`config.mk`:
```
export PLATFORM = sky130hd
export DESIGN_NAME = lsb_audio_stego_extract
export DESIGN_NICKNAME = d
export VERILOG_FILES = /design/src/lsbex_pkg.sv /design/src/lsb_audio_stego_extract.sv
export SDC_FILE = /design/constraint.sdc
export NUM_CORES = 1
export LEC_CHECK = 0
export ABC_AREA = 1
export BUFFER_PORTS_ARGS = -buffer_cell sky130_fd_sc_hd__buf_4
export CAP_MARGIN = 20
export CORE_MARGIN = 2
export CORE_UTILIZATION = 50
export CTS_BUF_LIST = sky130_fd_sc_hd__clkbuf_16
export DETAILED_ROUTE_END_ITERATION = 16
export GPL_TIMING_DRIVEN = 0
export PLACE_DENSITY = 0.67
export SLEW_MARGIN = 10
export SYNTH_ARGS = -nofsm -noshare
export SYNTH_HDL_FRONTEND = slang
export SYNTH_SLANG_ARGS = --single-unit
```
`constraint.sdc`:
```
create_clock -name clk -period 11 [get_ports clk]
set_clock_uncertainty 0.15 [all_clocks]
set_input_delay 1.1 -clock clk [delete_from_list [all_inputs] [get_ports clk]]
set_output_delay 1.1 -clock clk [all_outputs]
set_load 0.1 [all_outputs]
```
`src/lsbex_pkg.sv`:
```
// Package for the LSB audio steganography extractor.
// Holds the register map, field widths, default parameters and the RIFF signature.
// No dependencies.
`timescale 1ns / 1ps

package lsbex_pkg;

  // Field and register widths
  localparam int FILE_SIZE_W = 32;
  localparam int MAX_LEN_W   = 28;
  localparam int CFG_DATA_W  = 32;
  localparam int CFG_IDX_W   = 1;

  // Default values for the top-level parameters
  localparam int HEADER_BYTES_DEF = 44;
  localparam int LENGTH_BITS_DEF  = 32;

  // Register reset value
  localparam logic [MAX_LEN_W-1:0] MAX_LEN_RESET = MAX_LEN_W'(100000);

  // Register indexes
  localparam logic [CFG_IDX_W-1:0] REG_FILE_SIZE = 1'b0;
  localparam logic [CFG_IDX_W-1:0] REG_MAX_LEN   = 1'b1;

  // Result status codes
  localparam logic STATUS_DATA  = 1'b0;
  localparam logic STATUS_ERROR = 1'b1;

  // Expected character at each of the first four file bytes ("RIFF").
  function automatic logic [7:0] riff_char(input logic [1:0] idx);
    logic [7:0] c;
    unique case (idx)
      2'd0:    c = 8'h52;
      2'd1:    c = 8'h49;
      2'd2:    c = 8'h46;
      default: c = 8'h46;
    endcase
    return c;
  endfunction

endpackage

```
`src/lsb_audio_stego_extract.sv`:
```
// An accepted input item is held in the input register; any result it yields is registered on the master side.
// Throughput: one item per cycle; the slave side stalls only while a result waits
// on the master side and the input register is also full.
// Reset (rst, synchronous): parser back to header phase at byte 0, output empty,
// file_size cleared and max_message_length set to 100000.
// Top level of the LSB audio steganography extractor.
// Depends on lsbex_pkg.
`timescale 1ns / 1ps

module lsb_audio_stego_extract
  import lsbex_pkg::*;
#(
  parameter int HEADER_BYTES = HEADER_BYTES_DEF,
  parameter int LENGTH_BITS  = LENGTH_BITS_DEF
) (
  input  logic                  clk,
  input  logic                  rst,
  // Input item stream
  input  logic                  s_axis_tvalid,
  output logic                  s_axis_tready,
  input  logic [7:0]            s_axis_tdata,   // [7:0] data_byte
  input  logic                  s_axis_tuser,   // [0] file_start
  // Result stream
  output logic                  m_axis_tvalid,
  input  logic                  m_axis_tready,
  output logic [7:0]            m_axis_tdata,   // [7:0] message_byte
  output logic                  m_axis_tuser,   // [0] status
  output logic                  m_axis_tlast,   // last_of_message
  // Configuration write port
  input  logic                  cfg_we,
  input  logic [CFG_IDX_W-1:0]  cfg_index,
  input  logic [CFG_DATA_W-1:0] cfg_data
);

  localparam int PREFIX_END = HEADER_BYTES + LENGTH_BITS;
  localparam int POS_W      = $clog2(PREFIX_END);
  localparam int ROOM_W     = FILE_SIZE_W + 1;

  // Parser phases
  localparam logic [1:0] MODE_HEADER  = 2'd0;
  localparam logic [1:0] MODE_LENGTH  = 2'd1;
  localparam logic [1:0] MODE_MESSAGE = 2'd2;
  localparam logic [1:0] MODE_DONE    = 2'd3;

  // Configuration registers
  logic [FILE_SIZE_W-1:0] file_size;
  logic [MAX_LEN_W-1:0]   max_len;

  always_ff @(posedge clk) begin
    if (rst) begin
      file_size <= '0;
      max_len   <= MAX_LEN_RESET;
    end else if (cfg_we) begin
      unique case (cfg_index)
        REG_FILE_SIZE: file_size <= cfg_data;
        REG_MAX_LEN:   max_len   <= cfg_data[MAX_LEN_W-1:0];
        default:       ;
      endcase
    end
  end

  // Input register
  logic       in_valid;
  logic [7:0] in_byte;
  logic       in_start;
  logic       advance;

  logic       out_valid;

  assign advance       = in_valid && (!out_valid || m_axis_tready);
  assign s_axis_tready = !in_valid || advance;

  always_ff @(posedge clk) begin
    if (rst) begin
      in_valid <= 1'b0;
    end else if (s_axis_tready) begin
      in_valid <= s_axis_tvalid;
    end
  end

  always_ff @(posedge clk) begin
    if (s_axis_tready && s_axis_tvalid) begin
      in_byte  <= s_axis_tdata;
      in_start <= s_axis_tuser;
    end
  end

  // Parser state. In the message phase pos counts bits within a byte and
  // len_acc holds the number of message bytes still to come after the current one.
  logic [1:0]             mode, mode_next;
  logic [POS_W-1:0]       pos, pos_next;
  logic [LENGTH_BITS-1:0] len_acc, len_acc_next;
  logic [6:0]             bit_acc, bit_acc_next;

  // State as seen by the current item, after a possible file restart
  logic [1:0]             st_mode;
  logic [POS_W-1:0]       st_pos;
  logic [LENGTH_BITS-1:0] st_len;
  logic [6:0]             st_bits;

  logic                   res_valid;
  logic [7:0]             res_byte;
  logic                   res_status;
  logic                   res_last;

  logic                   in_bit;
  logic [LENGTH_BITS-1:0] len_new;
  logic                   len_bad;
  logic [ROOM_W-1:0]      room;
  logic [ROOM_W-1:0]      need;
  logic                   room_bad;
  logic                   too_small;

  assign in_bit  = in_byte[0];
  assign len_new = {st_len[LENGTH_BITS-2:0], in_bit};

  // Length prefix checks
  assign len_bad   = (len_new == '0) ||
                     (ROOM_W'(len_new) > ROOM_W'(max_len));
  assign room      = ROOM_W'(file_size) - ROOM_W'(HEADER_BYTES);
  assign need      = ROOM_W'(LENGTH_BITS) + (ROOM_W'(len_new) << 3);
  assign room_bad  = (file_size >= FILE_SIZE_W'(HEADER_BYTES)) && (room < need);
  assign too_small = file_size < FILE_SIZE_W'(PREFIX_END);

  always_comb begin
    st_mode = in_start ? MODE_HEADER : mode;
    st_pos  = in_start ? '0 : pos;
    st_len  = in_start ? '0 : len_acc;
    st_bits = in_start ? '0 : bit_acc;

    mode_next    = st_mode;
    pos_next     = st_pos;
    len_acc_next = st_len;
    bit_acc_next = st_bits;
    res_valid    = 1'b0;
    res_byte     = '0;
    res_status   = STATUS_DATA;
    res_last     = 1'b0;

    unique case (st_mode)
      // Header: size and signature checks, then skip to the prefix
      MODE_HEADER: begin
        if ((st_pos == '0 && too_small) ||
            (st_pos < POS_W'(4) && in_byte != riff_char(st_pos[1:0]))) begin
          res_valid  = 1'b1;
          res_status = STATUS_ERROR;
          res_last   = 1'b1;
          mode_next  = MODE_DONE;
        end else begin
          pos_next = st_pos + 1'b1;
          if (st_pos == POS_W'(HEADER_BYTES - 1)) begin
            mode_next    = MODE_LENGTH;
            len_acc_next = '0;
          end
        end
      end
      // Length prefix, most significant bit first
      MODE_LENGTH: begin
        if (st_pos == POS_W'(PREFIX_END - 1)) begin
          if (len_bad || room_bad) begin
            res_valid  = 1'b1;
            res_status = STATUS_ERROR;
            res_last   = 1'b1;
            mode_next  = MODE_DONE;
          end else begin
            mode_next    = MODE_MESSAGE;
            pos_next     = '0;
            bit_acc_next = '0;
            len_acc_next = len_new - 1'b1;
          end
        end else begin
          pos_next     = st_pos + 1'b1;
          len_acc_next = len_new;
        end
      end
      // Message: eight low bits make one byte
      MODE_MESSAGE: begin
        if (st_pos[2:0] == 3'd7) begin
          res_valid    = 1'b1;
          res_byte     = {st_bits, in_bit};
          bit_acc_next = '0;
          pos_next     = '0;
          if (st_len == '0) begin
            res_last  = 1'b1;
            mode_next = MODE_DONE;
          end else begin
            len_acc_next = st_len - 1'b1;
          end
        end else begin
          bit_acc_next = {st_bits[5:0], in_bit};
          pos_next     = st_pos + 1'b1;
        end
      end
      default: begin
        // Done: bytes are ignored until the next file start
      end
    endcase
  end

  always_ff @(posedge clk) begin
    if (rst) begin
      mode    <= MODE_HEADER;
      pos     <= '0;
      len_acc <= '0;
      bit_acc <= '0;
    end else if (advance) begin
      mode    <= mode_next;
      pos     <= pos_next;
      len_acc <= len_acc_next;
      bit_acc <= bit_acc_next;
    end
  end

  // Output register
  always_ff @(posedge clk) begin
    if (rst) begin
      out_valid <= 1'b0;
    end else if (advance && res_valid) begin
      out_valid <= 1'b1;
    end else if (m_axis_tready) begin
      out_valid <= 1'b0;
    end
  end

  always_ff @(posedge clk) begin
    if (advance && res_valid) begin
      m_axis_tdata <= res_byte;
      m_axis_tuser <= res_status;
      m_axis_tlast <= res_last;
    end
  end

  assign m_axis_tvalid = out_valid;

endmodule

```
Word-level counts from Yosys, hierarchy flattened
Index checks and enable logic that the tools add are counted.
Widths: inputs -> output; s select.
Operators by class
  add/subtract/negate cells: 5
  $lt $le $gt $ge: 5
  equality and inequality tests: 7
  multiplexer cells: 40
  bitwise gates (word level): 1
  reductions and logical operators: 22
Operators with widths (count)
  $mux 32: 7
  $pmux 32 s3: 1
  $logic_not 32->1: 2
  $sub 32x1->32 const B: 2
  $mux 7: 9
  $add 6x33->33 const A: 1
  $lt 33x33->1: 1
  $sub 32x6->33 const B: 1
  $ge 32x6->1 const B: 1
  $gt 32x28->1: 1
  $lt 32x7->1 const B: 1
  $pmux 7 s3: 1
  $pmux 7 s2: 1
  $mux 2: 6
  $pmux 5 s2: 1
  $mux 1: 9
  $mux 8: 1
  $ne 8x8->1: 1
  $add 7x1->7 const B: 1
  $eq 7x6->1 const B: 1
  $eq 7x7->1 const B: 1
  $logic_not 7->1: 1
  $lt 7x3->1 const B: 1
  $logic_and 1x1->1: 6
  other kinds (12): 22
Word-level totals
  flip-flop bits (word level): 129
  input port bits: 47
  output and inout port bits: 12
  logic and storage cells: 93

Longest topological paths before layout
Gate-level depths: netlist of run 1.
  word-level depth: 11
  gate-level depth with buffers: 29
  mapped depth without buffers: 28

Least setup slack after synthesis of run 1
No wires, ideal clock.
  kind: register to register
  start point: register in_start
  end point: register m_axis_tdata[0], enable pin
  arrival: 4034 ps
  setup slack: 6482 ps
  stages on the path, launching flop included: 28
  cells stage by stage: edfxtp_1 buf_2 buf_1 nor2_1 ha_1 nand4_1 nor3_2 nand4_1 nor2_2 nand4_1 nor2_1 nand3_1 nor2_1 xor2_1 ha_1 nand4_1 a21oi_1 nor2_1 nand2_1 nor2_1 a21oi_2 nand2_2 nand2_1 nand2_1 inv_2 nand2_1 nand3_1 inv_1
On the way
  word-level cells in the longest chain between the ends: 10
  elaborated cells on any way between the ends: 31
  those cells by class: 1 x add/sub; 3 x order compare; 6 x eq/ne; 10 x mux; 11 x reduce/logical
Ends and longest elaborated chain
  from (decl): RTL line lsb_audio_stego_extract.sv:65  | logic in_start;
  from (signal assigned): RTL line lsb_audio_stego_extract.sv:84  | in_start <= s_axis_tuser;
  parallel branches: the longest is 8 deep, another holds $add 6x33->33
  $pmux 1 s3 *: RTL line lsb_audio_stego_extract.sv:140  | unique case (st_mode)
  $logic_and 1x1->1 *: RTL line lsb_audio_stego_extract.sv:226  | if (advance && res_valid) begin
  to (signal assigned): RTL line lsb_audio_stego_extract.sv:227  | m_axis_tdata <= res_byte;
  to (decl): RTL line lsb_audio_stego_extract.sv:26  | output logic [7:0] m_axis_tdata,
Mark *: on every way between the ends. The select of a mux whose other input is x is not followed.
A chain may end at the register's enable or synchronous reset.

Final worst setup path of run 1
  start point: register in_start
  end point: register len_acc[26]
On the way
  word-level cells in the longest chain between the ends: 9
  elaborated cells on any way between the ends: 36
  those cells by class: 3 x add/sub; 3 x order compare; 7 x eq/ne; 12 x mux; 11 x reduce/logical
Ends and longest elaborated chain
  parallel branches: the longest is 8 deep, another holds $add 6x33->33
  $pmux 32 s3 *: RTL line lsb_audio_stego_extract.sv:140
  to (signal assigned): RTL line lsb_audio_stego_extract.sv:209  | len_acc <= len_acc_next;
  to (decl): RTL line lsb_audio_stego_extract.sv:92  | logic [LENGTH_BITS-1:0] len_acc, len_acc_next;
Marked as above.

==> impl_table.tex, run 1 <==
\begin{tabular}{lr}
\hline
Metric & Value \\
\hline
\multicolumn{2}{l}{\textbf{Worst setup path}} \\
\quad Critical Path Fanout Max & 10 \\
\quad Largest stage delay on the critical path & 660 ps \\
\quad Critical path data required time & 11140 ps \\
\quad Top cell by count, worst path & sky130\_fd\_sc\_hd\_\_nand4\_1 \\
\quad Worst setup SP type & flop \\
\quad CP Cell Sequence & buf\_2 > buf\_1 > nor2\_1 > ha\_1 > nand4\_1 > nor3\_2 > nand3\_1 > nor3\_1 > nand4\_1 > nor3\_1 > nand3\_1 > xor2\_1 > ha\_1 > nand4\_1 > nor3\_1 > nand2\_1 > a21oi\_2 > clkbuf\_1 > nand4\_1 > nand3\_1 > nand2\_1 > nand2\_1 > a21oi\_1 \\
\quad Crit. End Element & flop \\
\quad Start-to-end type of the worst setup path & reg2reg \\
\quad Signal arrival time at the worst endpoint & 6780 ps \\
\quad Crit path max-delay cell type & sky130\_fd\_sc\_hd\_\_nor2\_1 \\
\multicolumn{2}{l}{\textbf{Finish}} \\
\quad Highest-count cells in the layout ignoring fill and taps & 443 x sky130\_fd\_sc\_hd\_\_nand2\_1, 209 x sky130\_fd\_sc\_hd\_\_a21oi\_1, 201 x sky130\_fd\_sc\_hd\_\_nor2\_1 \\
\quad Count of fill cells added during filler insertion & 2352 \\
\quad Diodes inserted & 0 \\
\quad Share of final-layout standard cells stronger than drive strength 1 & 7.94\% \\
\quad Area added between synthesis and finish & 12.2\% \\
\quad Leading cell type in the layout, fill and taps excluded & sky130\_fd\_sc\_hd\_\_nand2\_1 \\
\quad Net count, final & 2034 \\
\multicolumn{2}{l}{\textbf{GRT}} \\
\quad Number of antenna violations at the first check in global routing & 0 \\
\quad GRT Util Overall & 36.1\% \\
\quad Largest net degree at the start of global routing & 17 \\
\quad Global-route wire length before repair & 65.9 mm \\
\quad Vias in the first global route & 11600 \\
\quad Overflow left after global routing & 0 \\
\multicolumn{2}{l}{\textbf{Drt}} \\
\quad Routed vias & 12800 \\
\quad Vias per std cell & 5.79 \\
\quad Antenna viol nets, final & 0 \\
\quad Routed length per instance & 19.6 um \\
\quad Amount of wire on met2 after detailed routing & 18.4 mm \\
\quad Count of routing violations after the opening detailed-route iteration & 1495 \\
\quad Detailed-router iteration count before antenna repair & 7 \\
\quad Detailed-route DRC error count & 0 \\
\quad Total Routed Length & 43.5 mm \\
\quad Detailed route wirelength on metal3 & 4.34 mm \\
\quad Highest routing layer actually used & met4 \\
\quad Met1 WL & 19.1 mm \\
\multicolumn{2}{l}{\textbf{Power and ir drop}} \\
\quad Leakage power total & 5.97 nW \\
\quad Worst voltage drop across the vdd grid & 0.0961 mV \\
\quad Total power per unit cell area & 112 nW/um\^{}2 \\
\multicolumn{2}{l}{\textbf{STA}} \\
\quad Unrepaired setup endpoints after global routing & no \\
\quad Clock period minus worst slack & 6640 ps \\
\quad Remaining max-slew budget at the tightest pin & 47.2\% \\
\quad Top achievable clock speed & 151 MHz \\
\quad Number of max-slew violations in the final report & 0 \\
\quad Final setup violation count & 0 \\
\quad Final Hold Vio Count & 0 \\
\quad Final setup TNS & 0 ps \\
\quad Worst-Margin Slew & 792 ps \\
\quad Worst Hold Margin & 313 ps \\
\quad Tcrit/Tclk final & 60.4\% \\
\multicolumn{2}{l}{\textbf{Worst hold path}} \\
\quad Classification of the worst-slack hold path & reg2reg \\
\multicolumn{2}{l}{\textbf{Floorplan}} \\
\quad Die Y-Extent & 155 um \\
\quad Area inside the core boundary & 22500 um\^{}2 \\
\quad Area of the die & 24000 um\^{}2 \\
\quad Width of the chip & 155 um \\
\quad Io pins & 59 \\
\quad Initial core utilization & 50.5\% \\
\quad Floorplan row count & 55 \\
\multicolumn{2}{l}{\textbf{Synthesis}} \\
\quad Post-Syn Nets & 1957 \\
\quad Seq cells post-synth & 129 \\
\quad Warnings from Yosys & 0 \\
\quad Async set-or-reset flop fraction in the synthesized netlist & 0\% \\
\quad Fraction of the yosys area taken by sequential cells & 24.4\% \\
\quad Library cells used by synthesis & 43 \\
\quad Cell area after synthesis & 11400 um\^{}2 \\
\quad EDFF count, synth & 19 \\
\quad Number of cells produced by synthesis & 1838 \\
\quad Most common flop cell mapped by yosys & sky130\_fd\_sc\_hd\_\_dfxtp\_1 \\
\quad Synthesized area per cell & 6.18 um\^{}2 \\
\multicolumn{2}{l}{\textbf{Placement}} \\
\quad Routability Congestion & 1.04 \\
\quad Number of buffers inserted by port buffering & 58 \\
\quad HPWL reported at the end of detailed placement & 34.2 mm \\
\multicolumn{2}{l}{\textbf{Clock network}} \\
\quad Buffers inserted during post-CTS setup optimization & 0 \\
\quad CTS H-Tree Depth & 4 \\
\quad Register clock-pin slew on the reported worst setup and hold paths & 70 ps \\
\quad Longest Clk Path Bufs & 2 \\
\quad CTS buffer count & 17 \\
\quad TritonCTS clock tree & built \\
\quad Hold\_buf cts & 0 \\
\quad CTS root buffer & sky130\_fd\_sc\_hd\_\_clkbuf\_16 \\
\quad Clk\_lat worst skew & 440 ps \\
\quad Total clock sinks & 129 \\
\quad Number of gates given a new drive strength after cts & 0 \\
\multicolumn{2}{l}{\textbf{Outcome}} \\
\quad Result of the run & complete, no violations \\
\multicolumn{2}{l}{\textbf{Run}} \\
\quad Max-cap violation count & 0 \\
\hline
\end{tabular}
-- critical path, delay by kind of cell, from the launching register on --
kind / cells / cell delay, ps
and+or+nand+nor: 15 / 3340
buffers and inverters: 3 / 1250
adders and majority gates: 2 / 630
DFF: 1 / 530
AOI/OAI and AO/OA: 2 / 370
xor gates and xnor gates: 1 / 180
-- path summary, 6_finish.rpt --
| check | from | to | slack [ps] | cells past startpoint |
|---|---|---|---|---|
| min reg2reg | max_len[3] | max_len[3] | 310 | 2 |
| max reg2reg | in_start | len_acc[26] | 4360 | 23 |
| max | in_start | len_acc[26] | 4360 | 23 |
| min | max_len[3] | max_len[3] | 310 | 2 |
-- logic make-up (layout without fill, tap and decap cells) --
kind of cell	count (synthesis)	in the layout	share of synthesized area, %
flip-flops	129	129	24.4
AO/OA/AOI/OAI	358	358	16.5
XOR/XNOR	88	88	6.78
adder cells (fa/ha/maj)	72	72	7.93
buffers and inverters	288	378	10.0
AND/OR/NAND/NOR	903	903	34.4
-- metal layers --
layer / up-vias / global-route usage [%]
li1: 6200 / -
met1: 5865 / 52.1
met2: 669 / 53.8
met3: 83 / 5.88
met4: 0 / 13.9
met5: - / 0
-- per-stage QoR --
| stage | utilization (%) | area (um^2) | instances | setup WS (ps) | power [mW] |
|---|---|---|---|---|---|
| CTS | 56.7 | 12800 | 2213 | 4600 | 1.42 |
| finish | 56.7 | 12800 | 2213 | 4360 | 1.42 |
| detailed placement | 54.0 | 12200 | 2181 | 4640 | 0.814 |
| global route | 56.7 | 12800 | 2213 | 4070 | 1.47 |
| global placement | 54.0 | 12200 | 2181 | 4680 | 0.808 |
| floorplan | - | 11400 | 1838 | 6480 | 0.721 |
-- flip-flops by register name, summed over array words and instances, names as in the netlist --
signal	count
pos	7
bit_acc	7
file_size	32
mode	2
max_len	28
m_axis_tdata	8
m_axis_tuser	1
in_start	1
m_axis_tlast	1
len_acc	32
in_valid	1
m_axis_tvalid	1
in_byte	8
-- cell type report --
type	instances	area (um^2)	share of cell area, %
flip-flops and latches	129	2770	21.7
clock inverters	15	174	1.36
well taps	285	357	2.80
clock buffers	17	425	3.33
multi-input cells	1421	7450	58.4
plain buffers	85	374	2.93
inverters	203	764	5.99
repair buffers	58	435	3.41
-- cells in the mapped netlist, types with 3 or more instances --
cell,number,area [um^2]
sky130_fd_sc_hd__a21o_1,3,22.5
sky130_fd_sc_hd__a21oi_1,209,1050
sky130_fd_sc_hd__a31oi_1,6,37.5
sky130_fd_sc_hd__buf_1,8,30.0
sky130_fd_sc_hd__buf_2,7,35.0
sky130_fd_sc_hd__buf_6,3,33.8
sky130_fd_sc_hd__clkbuf_1,64,240
sky130_fd_sc_hd__clkinv_1,3,11.3
sky130_fd_sc_hd__dfxtp_1,110,2200
sky130_fd_sc_hd__edfxtp_1,19,571
sky130_fd_sc_hd__ha_1,72,901
sky130_fd_sc_hd__inv_1,192,721
sky130_fd_sc_hd__inv_2,7,26.3
sky130_fd_sc_hd__nand2_1,443,1660
sky130_fd_sc_hd__nand2_2,18,113
sky130_fd_sc_hd__nand2_4,6,67.6
sky130_fd_sc_hd__nand3_1,147,736
sky130_fd_sc_hd__nand4_1,49,307
sky130_fd_sc_hd__nor2_1,201,754
sky130_fd_sc_hd__nor2_2,8,50.1
sky130_fd_sc_hd__nor3_1,18,90.1
sky130_fd_sc_hd__nor3_2,3,30.0
sky130_fd_sc_hd__o211ai_1,18,135
sky130_fd_sc_hd__o21ai_0,105,526
sky130_fd_sc_hd__o21ai_1,10,50.1
sky130_fd_sc_hd__o21bai_1,3,22.5
sky130_fd_sc_hd__xnor2_1,6,52.6
sky130_fd_sc_hd__xor2_1,82,718
-- report_power, final --
| part | total [mW] | switching, mW | internal, mW | leakage (nW) |
|---|---|---|---|---|
| Clock | 0.611 | 0.269 | 0.342 | 0.292 |
| Combinational | 0.301 | 0.208 | 0.0933 | 4.60 |
| Sequential | 0.510 | 0.0109 | 0.500 | 1.08 |
Note: power is estimated with default switching activity, not from simulation.
==> run 2, diff against run 1 <==
--- a/config.mk
+++ b/config.mk
@@ -5,7 +5,7 @@
 export SDC_FILE = /design/constraint.sdc
 export NUM_CORES = 1
 export LEC_CHECK = 0
-export ABC_AREA = 1
+export ABC_AREA = 0
 export BUFFER_PORTS_ARGS = -buffer_cell sky130_fd_sc_hd__buf_4
 export CAP_MARGIN = 20
 export CORE_MARGIN = 2
@@ -13,7 +13,7 @@
 export CTS_BUF_LIST = sky130_fd_sc_hd__clkbuf_16
 export DETAILED_ROUTE_END_ITERATION = 16
 export GPL_TIMING_DRIVEN = 0
-export PLACE_DENSITY = 0.67
+export PLACE_DENSITY = 0.7
 export SLEW_MARGIN = 10
 export SYNTH_ARGS = -nofsm -noshare
 export SYNTH_HDL_FRONTEND = slang
==> constraint.sdc (replaced) <==
create_clock -name clk -period 5.6 [get_ports clk]
set_clock_uncertainty 0.15 [all_clocks]
set_input_delay 0.56 -clock clk [delete_from_list [all_inputs] [get_ports clk]]
set_output_delay 0.56 -clock clk [all_outputs]
set_load 0.1 [all_outputs]
==> impl_table.tex, run 2 <==
\begin{tabular}{lr}
\hline
Metric & Value \\
\hline
\multicolumn{2}{l}{\textbf{Drt}} \\
\quad Detailed-router iteration count before antenna repair & 9 (was 7) \\
\quad Routed length per instance & 25.1 um (was 19.6 um) \\
\quad Routed vias & 11900 (was 12800) \\
\quad Count of routing violations after the opening detailed-route iteration & 1502 (was 1495) \\
\quad Vias per std cell & 6.68 (was 5.79) \\
\quad Total Routed Length & 44.6 mm (was 43.5 mm) \\
\quad Detailed-route DRC error count & 0 (unchanged) \\
\quad Antenna viol nets, final & 0 (unchanged) \\
\multicolumn{2}{l}{\textbf{Power and ir drop}} \\
\quad Worst voltage drop across the vdd grid & 0.196 mV (was 0.0961 mV) \\
\quad Leakage power total & 4.61 nW (was 5.97 nW) \\
\quad Post-layout power & 3.13 mW (was 1.42 mW) \\
\quad Total power per unit cell area & 262 nW/um\^{}2 (was 112 nW/um\^{}2) \\
\multicolumn{2}{l}{\textbf{Run}} \\
\quad Max-cap violation count & 0 (unchanged) \\
\multicolumn{2}{l}{\textbf{STA}} \\
\quad Unrepaired setup endpoints after global routing & no (unchanged) \\
\quad Remaining max-slew budget at the tightest pin & 21.2\% (was 47.2\%) \\
\quad Number of max-slew violations in the final report & 0 (unchanged) \\
\quad Final worst-path setup slack & 114 ps (was 4360 ps) \\
\quad Tcrit/Tclk final & 98.0\% (was 60.4\%) \\
\quad Final setup violation count & 0 (unchanged) \\
\quad Final setup TNS & 0 ps (unchanged) \\
\quad Worst-Margin Slew & 1170 ps (was 792 ps) \\
\quad Clock period minus worst slack & 5490 ps (was 6640 ps) \\
\quad Final Hold Vio Count & 0 (unchanged) \\
\quad Top achievable clock speed & 182 MHz (was 151 MHz) \\
\multicolumn{2}{l}{\textbf{Finish}} \\
\quad Highest-count cells in the layout ignoring fill and taps & 225 x sky130\_fd\_sc\_hd\_\_nand2\_1, 148 x sky130\_fd\_sc\_hd\_\_a21oi\_1, 110 x sky130\_fd\_sc\_hd\_\_dfxtp\_1 (was 443 x sky130\_fd\_sc\_hd\_\_nand2\_1, 209 x sky130\_fd\_sc\_hd\_\_a21oi\_1, 201 x sky130\_fd\_sc\_hd\_\_nor2\_1) \\
\quad Post-layout instance area & 11900 um\^{}2 (was 12800 um\^{}2) \\
\quad Final standard cell count with taps included and fillers excluded & 1776 (was 2213) \\
\quad Share of final-layout standard cells stronger than drive strength 1 & 10.4\% (was 7.94\%) \\
\quad Net count, final & 1612 (was 2034) \\
\quad Footprint of the flip-flops and latches & 2770 um\^{}2 (unchanged) \\
\quad Count of fill cells added during filler insertion & 1945 (was 2352) \\
\quad Area added between synthesis and finish & 16.1\% (was 12.2\%) \\
\quad Regs by FF count & file\_size x32, len\_acc x32, max\_len x28 (unchanged) \\
\quad Leading cell type in the layout, fill and taps excluded & sky130\_fd\_sc\_hd\_\_nand2\_1 (unchanged) \\
\quad Diodes inserted & 0 (unchanged) \\
\quad Footprint of the multi-input gates & 7050 um\^{}2 (was 7450 um\^{}2) \\
\multicolumn{2}{l}{\textbf{Worst setup path}} \\
\quad Slack of the worst reg-to-reg path & 110 ps (was 4360 ps) \\
\quad Critical Path Fanout Max & 19 (was 10) \\
\quad Crit. End Element & flop (unchanged) \\
\quad Kind of cell adding the most delay to the critical path & simple AND/OR/NAND/NOR gates (unchanged) \\
\quad CP Cell Sequence & buf\_4 > inv\_6 > clkbuf\_8 > nand2\_2 > inv\_2 > ha\_4 > nand2\_1 > nor3\_4 > and4\_4 > and2\_2 > nand3\_4 > nor2\_1 > xor2\_1 > nand2\_1 > ha\_1 > nand4\_1 > nor4\_4 > nand3\_2 > o211ai\_4 > buf\_8 > nand2\_4 > a2bb2oi\_1 > a2111oi\_2 (was buf\_2 > buf\_1 > nor2\_1 > ha\_1 > nand4\_1 > nor3\_2 > nand3\_1 > nor3\_1 > nand4\_1 > nor3\_1 > nand3\_1 > xor2\_1 > ha\_1 > nand4\_1 > nor3\_1 > nand2\_1 > a21oi\_2 > clkbuf\_1 > nand4\_1 > nand3\_1 > nand2\_1 > nand2\_1 > a21oi\_1) \\
\quad Signal arrival time at the worst endpoint & 5670 ps (was 6780 ps) \\
\quad Top cell by count, worst path & sky130\_fd\_sc\_hd\_\_nand2\_1 (was sky130\_fd\_sc\_hd\_\_nand4\_1) \\
\quad Largest stage delay on the critical path & 440 ps (was 660 ps) \\
\quad Buffers plus inverters on the worst setup path & 5 (was 3) \\
\quad Crit path max-delay cell type & sky130\_fd\_sc\_hd\_\_edfxtp\_1 (was sky130\_fd\_sc\_hd\_\_nor2\_1) \\
\quad Start-to-end type of the worst setup path & reg2reg (unchanged) \\
\quad Critical path data required time & 5780 ps (was 11140 ps) \\
\quad Worst setup SP type & flop (unchanged) \\
\multicolumn{2}{l}{\textbf{Clock network}} \\
\quad Longest Clk Path Bufs & 2 (unchanged) \\
\quad Total clock sinks & 129 (unchanged) \\
\quad Register clock-pin slew on the reported worst setup and hold paths & 70 ps (about the same) \\
\quad CTS buffer count & 17 (unchanged) \\
\quad CTS root buffer & sky130\_fd\_sc\_hd\_\_clkbuf\_16 (unchanged) \\
\quad Clk\_lat worst skew & 440 ps (about the same) \\
\quad CTS H-Tree Depth & 4 (unchanged) \\
\quad TritonCTS clock tree & built (unchanged) \\
\multicolumn{2}{l}{\textbf{GRT}} \\
\quad Overflow left after global routing & 0 (unchanged) \\
\quad Vias in the first global route & 11000 (was 11600) \\
\quad Largest net degree at the start of global routing & 20 (was 17) \\
\quad Number of antenna violations at the first check in global routing & 0 (unchanged) \\
\quad GRT Util Overall & 40.5\% (was 36.1\%) \\
\quad Global-route wire length before repair & 66.1 mm (was 65.9 mm) \\
\multicolumn{2}{l}{\textbf{Synthesis}} \\
\quad Cell types with the highest counts after synthesis & 226 x sky130\_fd\_sc\_hd\_\_nand2\_1, 150 x sky130\_fd\_sc\_hd\_\_a21oi\_1, 110 x sky130\_fd\_sc\_hd\_\_dfxtp\_1 (was 443 x sky130\_fd\_sc\_hd\_\_nand2\_1, 209 x sky130\_fd\_sc\_hd\_\_a21oi\_1, 201 x sky130\_fd\_sc\_hd\_\_nor2\_1) \\
\quad EDFF count, synth & 19 (unchanged) \\
\quad Mux cell area share after synthesis & 0.790\% (was 0\%) \\
\quad Fraction of the mapped netlist area in simple logic gates & 25.5\% (was 34.4\%) \\
\quad Warnings from Yosys & 0 (unchanged) \\
\quad Number of cells produced by synthesis & 1412 (was 1838) \\
\quad Adder and majority gate portion of the synthesized area & 8.75\% (was 7.93\%) \\
\quad Cell area after synthesis & 10300 um\^{}2 (was 11400 um\^{}2) \\
\quad Async set-or-reset flop fraction in the synthesized netlist & 0\% (unchanged) \\
\quad Most repeated cell in the gate-level netlist after synthesis & sky130\_fd\_sc\_hd\_\_nand2\_1 (unchanged) \\
\quad Complex-gate fraction of the synthesized area & 25.5\% (was 16.5\%) \\
\quad Fraction of the yosys area taken by sequential cells & 26.9\% (was 24.4\%) \\
\quad Post-Syn Nets & 1531 (was 1957) \\
\quad Library cells used by synthesis & 81 (was 43) \\
\quad Leading area contributor after synthesis & sky130\_fd\_sc\_hd\_\_dfxtp\_1 (unchanged) \\
\quad Synthesized area per cell & 7.29 um\^{}2 (was 6.18 um\^{}2) \\
\quad Share of Yosys cell area claimed by the top area cell type & 21.4\% (was 19.4\%) \\
\quad Most common flop cell mapped by yosys & sky130\_fd\_sc\_hd\_\_dfxtp\_1 (unchanged) \\
\quad Share of the synthesized netlist area taken by xor and xnor gates & 6.21\% (was 6.78\%) \\
\quad Seq cells post-synth & 129 (unchanged) \\
\quad Main area contributors after synthesis & sky130\_fd\_sc\_hd\_\_dfxtp\_1 21\%, sky130\_fd\_sc\_hd\_\_ha\_1 8.8\%, sky130\_fd\_sc\_hd\_\_nand2\_1 8.2\% (was sky130\_fd\_sc\_hd\_\_dfxtp\_1 19\%, sky130\_fd\_sc\_hd\_\_nand2\_1 15\%, sky130\_fd\_sc\_hd\_\_a21oi\_1 9.2\%) \\
\quad Largest family of logic cells by synthesized area & simple AND/OR/NAND/NOR gates (unchanged) \\
\multicolumn{2}{l}{\textbf{Placement}} \\
\quad Routability Congestion & 1.04 (about the same) \\
\quad Placement Cell Area & 11100 um\^{}2 (was 12200 um\^{}2) \\
\quad Number of cells in the design after placement & 1739 (was 2181) \\
\quad Number of buffers inserted by port buffering & 57 (was 58) \\
\quad Post-Place Setup Slack & -2170 ps (was 4640 ps) \\
\quad HPWL reported at the end of detailed placement & 32.5 mm (was 34.2 mm) \\
\multicolumn{2}{l}{\textbf{Floorplan}} \\
\quad Area inside the core boundary & 20200 um\^{}2 (was 22500 um\^{}2) \\
\quad Die Y-Extent & 147 um (was 155 um) \\
\quad Initial core utilization & 50.9\% (was 50.5\%) \\
\quad Io pins & 59 (unchanged) \\
\quad Area of the die & 21700 um\^{}2 (was 24000 um\^{}2) \\
\quad Floorplan row count & 52 (was 55) \\
\quad Width of the chip & 147 um (was 155 um) \\
\multicolumn{2}{l}{\textbf{Worst hold path}} \\
\quad Classification of the worst-slack hold path & in2reg (was reg2reg) \\
\multicolumn{2}{l}{\textbf{Outcome}} \\
\quad Result of the run & complete, no violations (unchanged) \\
\hline
\end{tabular}
==> run 2: cell types whose count changed after synthesis, sizes merged, moves of 36 or more <==
cell	delta
nand2	-240
inv	-137
nor2	-112
nand3	-111
a21oi	-58
xor2	-45
o21ai	-36
==> run 2: final timing paths <==
path,startpoint,end,cells past startpoint
max,in_start,len_acc[9],23
min,s_axis_tdata[2],in_byte[2],1
max reg2reg,in_start,len_acc[9],23
min reg2reg,max_len[2],max_len[2],2
==> run 2: worst register-to-register path, delay by kind of cell, from the launching register on <==
| kind | cells | cell delay, ps |
|---|---|---|
| compound gates | 3 | 930 |
| xor+xnor | 1 | 190 |
| fa+ha+maj | 2 | 490 |
| buf+inv | 5 | 1000 |
| flops | 1 | 440 |
| simple gates | 12 | 2200 |
==> run 2: cell families (layout without fill, tap and decap cells) <==
family,count (synthesis),in the layout
muxes,8,8
xor gates and xnor gates,73,73
adders and majority gates,72,72
and+or+nand+nor,557,557
buffers and inverters,165,259
AOI/OAI and AO/OA,408,408
DFF,129,129
==> run 2: per-stage QoR <==
step / util (%) / hold WS (ps)
6_report: 59.0 / 141
5_1_grt: 59.0 / 139
3_3_place_gp: 54.7 / 291
4_1_cts: 58.6 / 139
3_5_place_dp: 54.7 / 298
2_1_floorplan: - / 282
==> run 2: layout make-up <==
class / count / area share, %
tap: 270 / 2.83
clock inverter: 14 / 1.28
inverter: 66 / 2.12
timing repair buffer: 67 / 4.31
buffer: 94 / 3.52
sequential: 129 / 23.2
clock buffer: 18 / 3.77
multi-input combinational: 1118 / 59.0
==> run 2: layer usage <==
layer	GRT usage [%]	vias to the layer above	wire length, um
met1	53.8	5539	17900
li1	-	5283	-
met3	10.7	198	5570
met2	60.7	840	18900
met4	20.9	0	2300
met5	0	-	0
==> run 2: power by group <==
part           internal (mW)  total [mW]  switching, mW
Combinational          0.290       0.919          0.629
Clock                  0.690        1.20          0.509
Sequential             0.978        1.01         0.0331
==> run 2: timing repair <==
item                       in CTS  in global routing
setup buffers                   6                  3
pin swaps                       4                  5
setup endpoints to repair      55                 53
gates resized for setup        32                 20
hold buffers                    0                  0
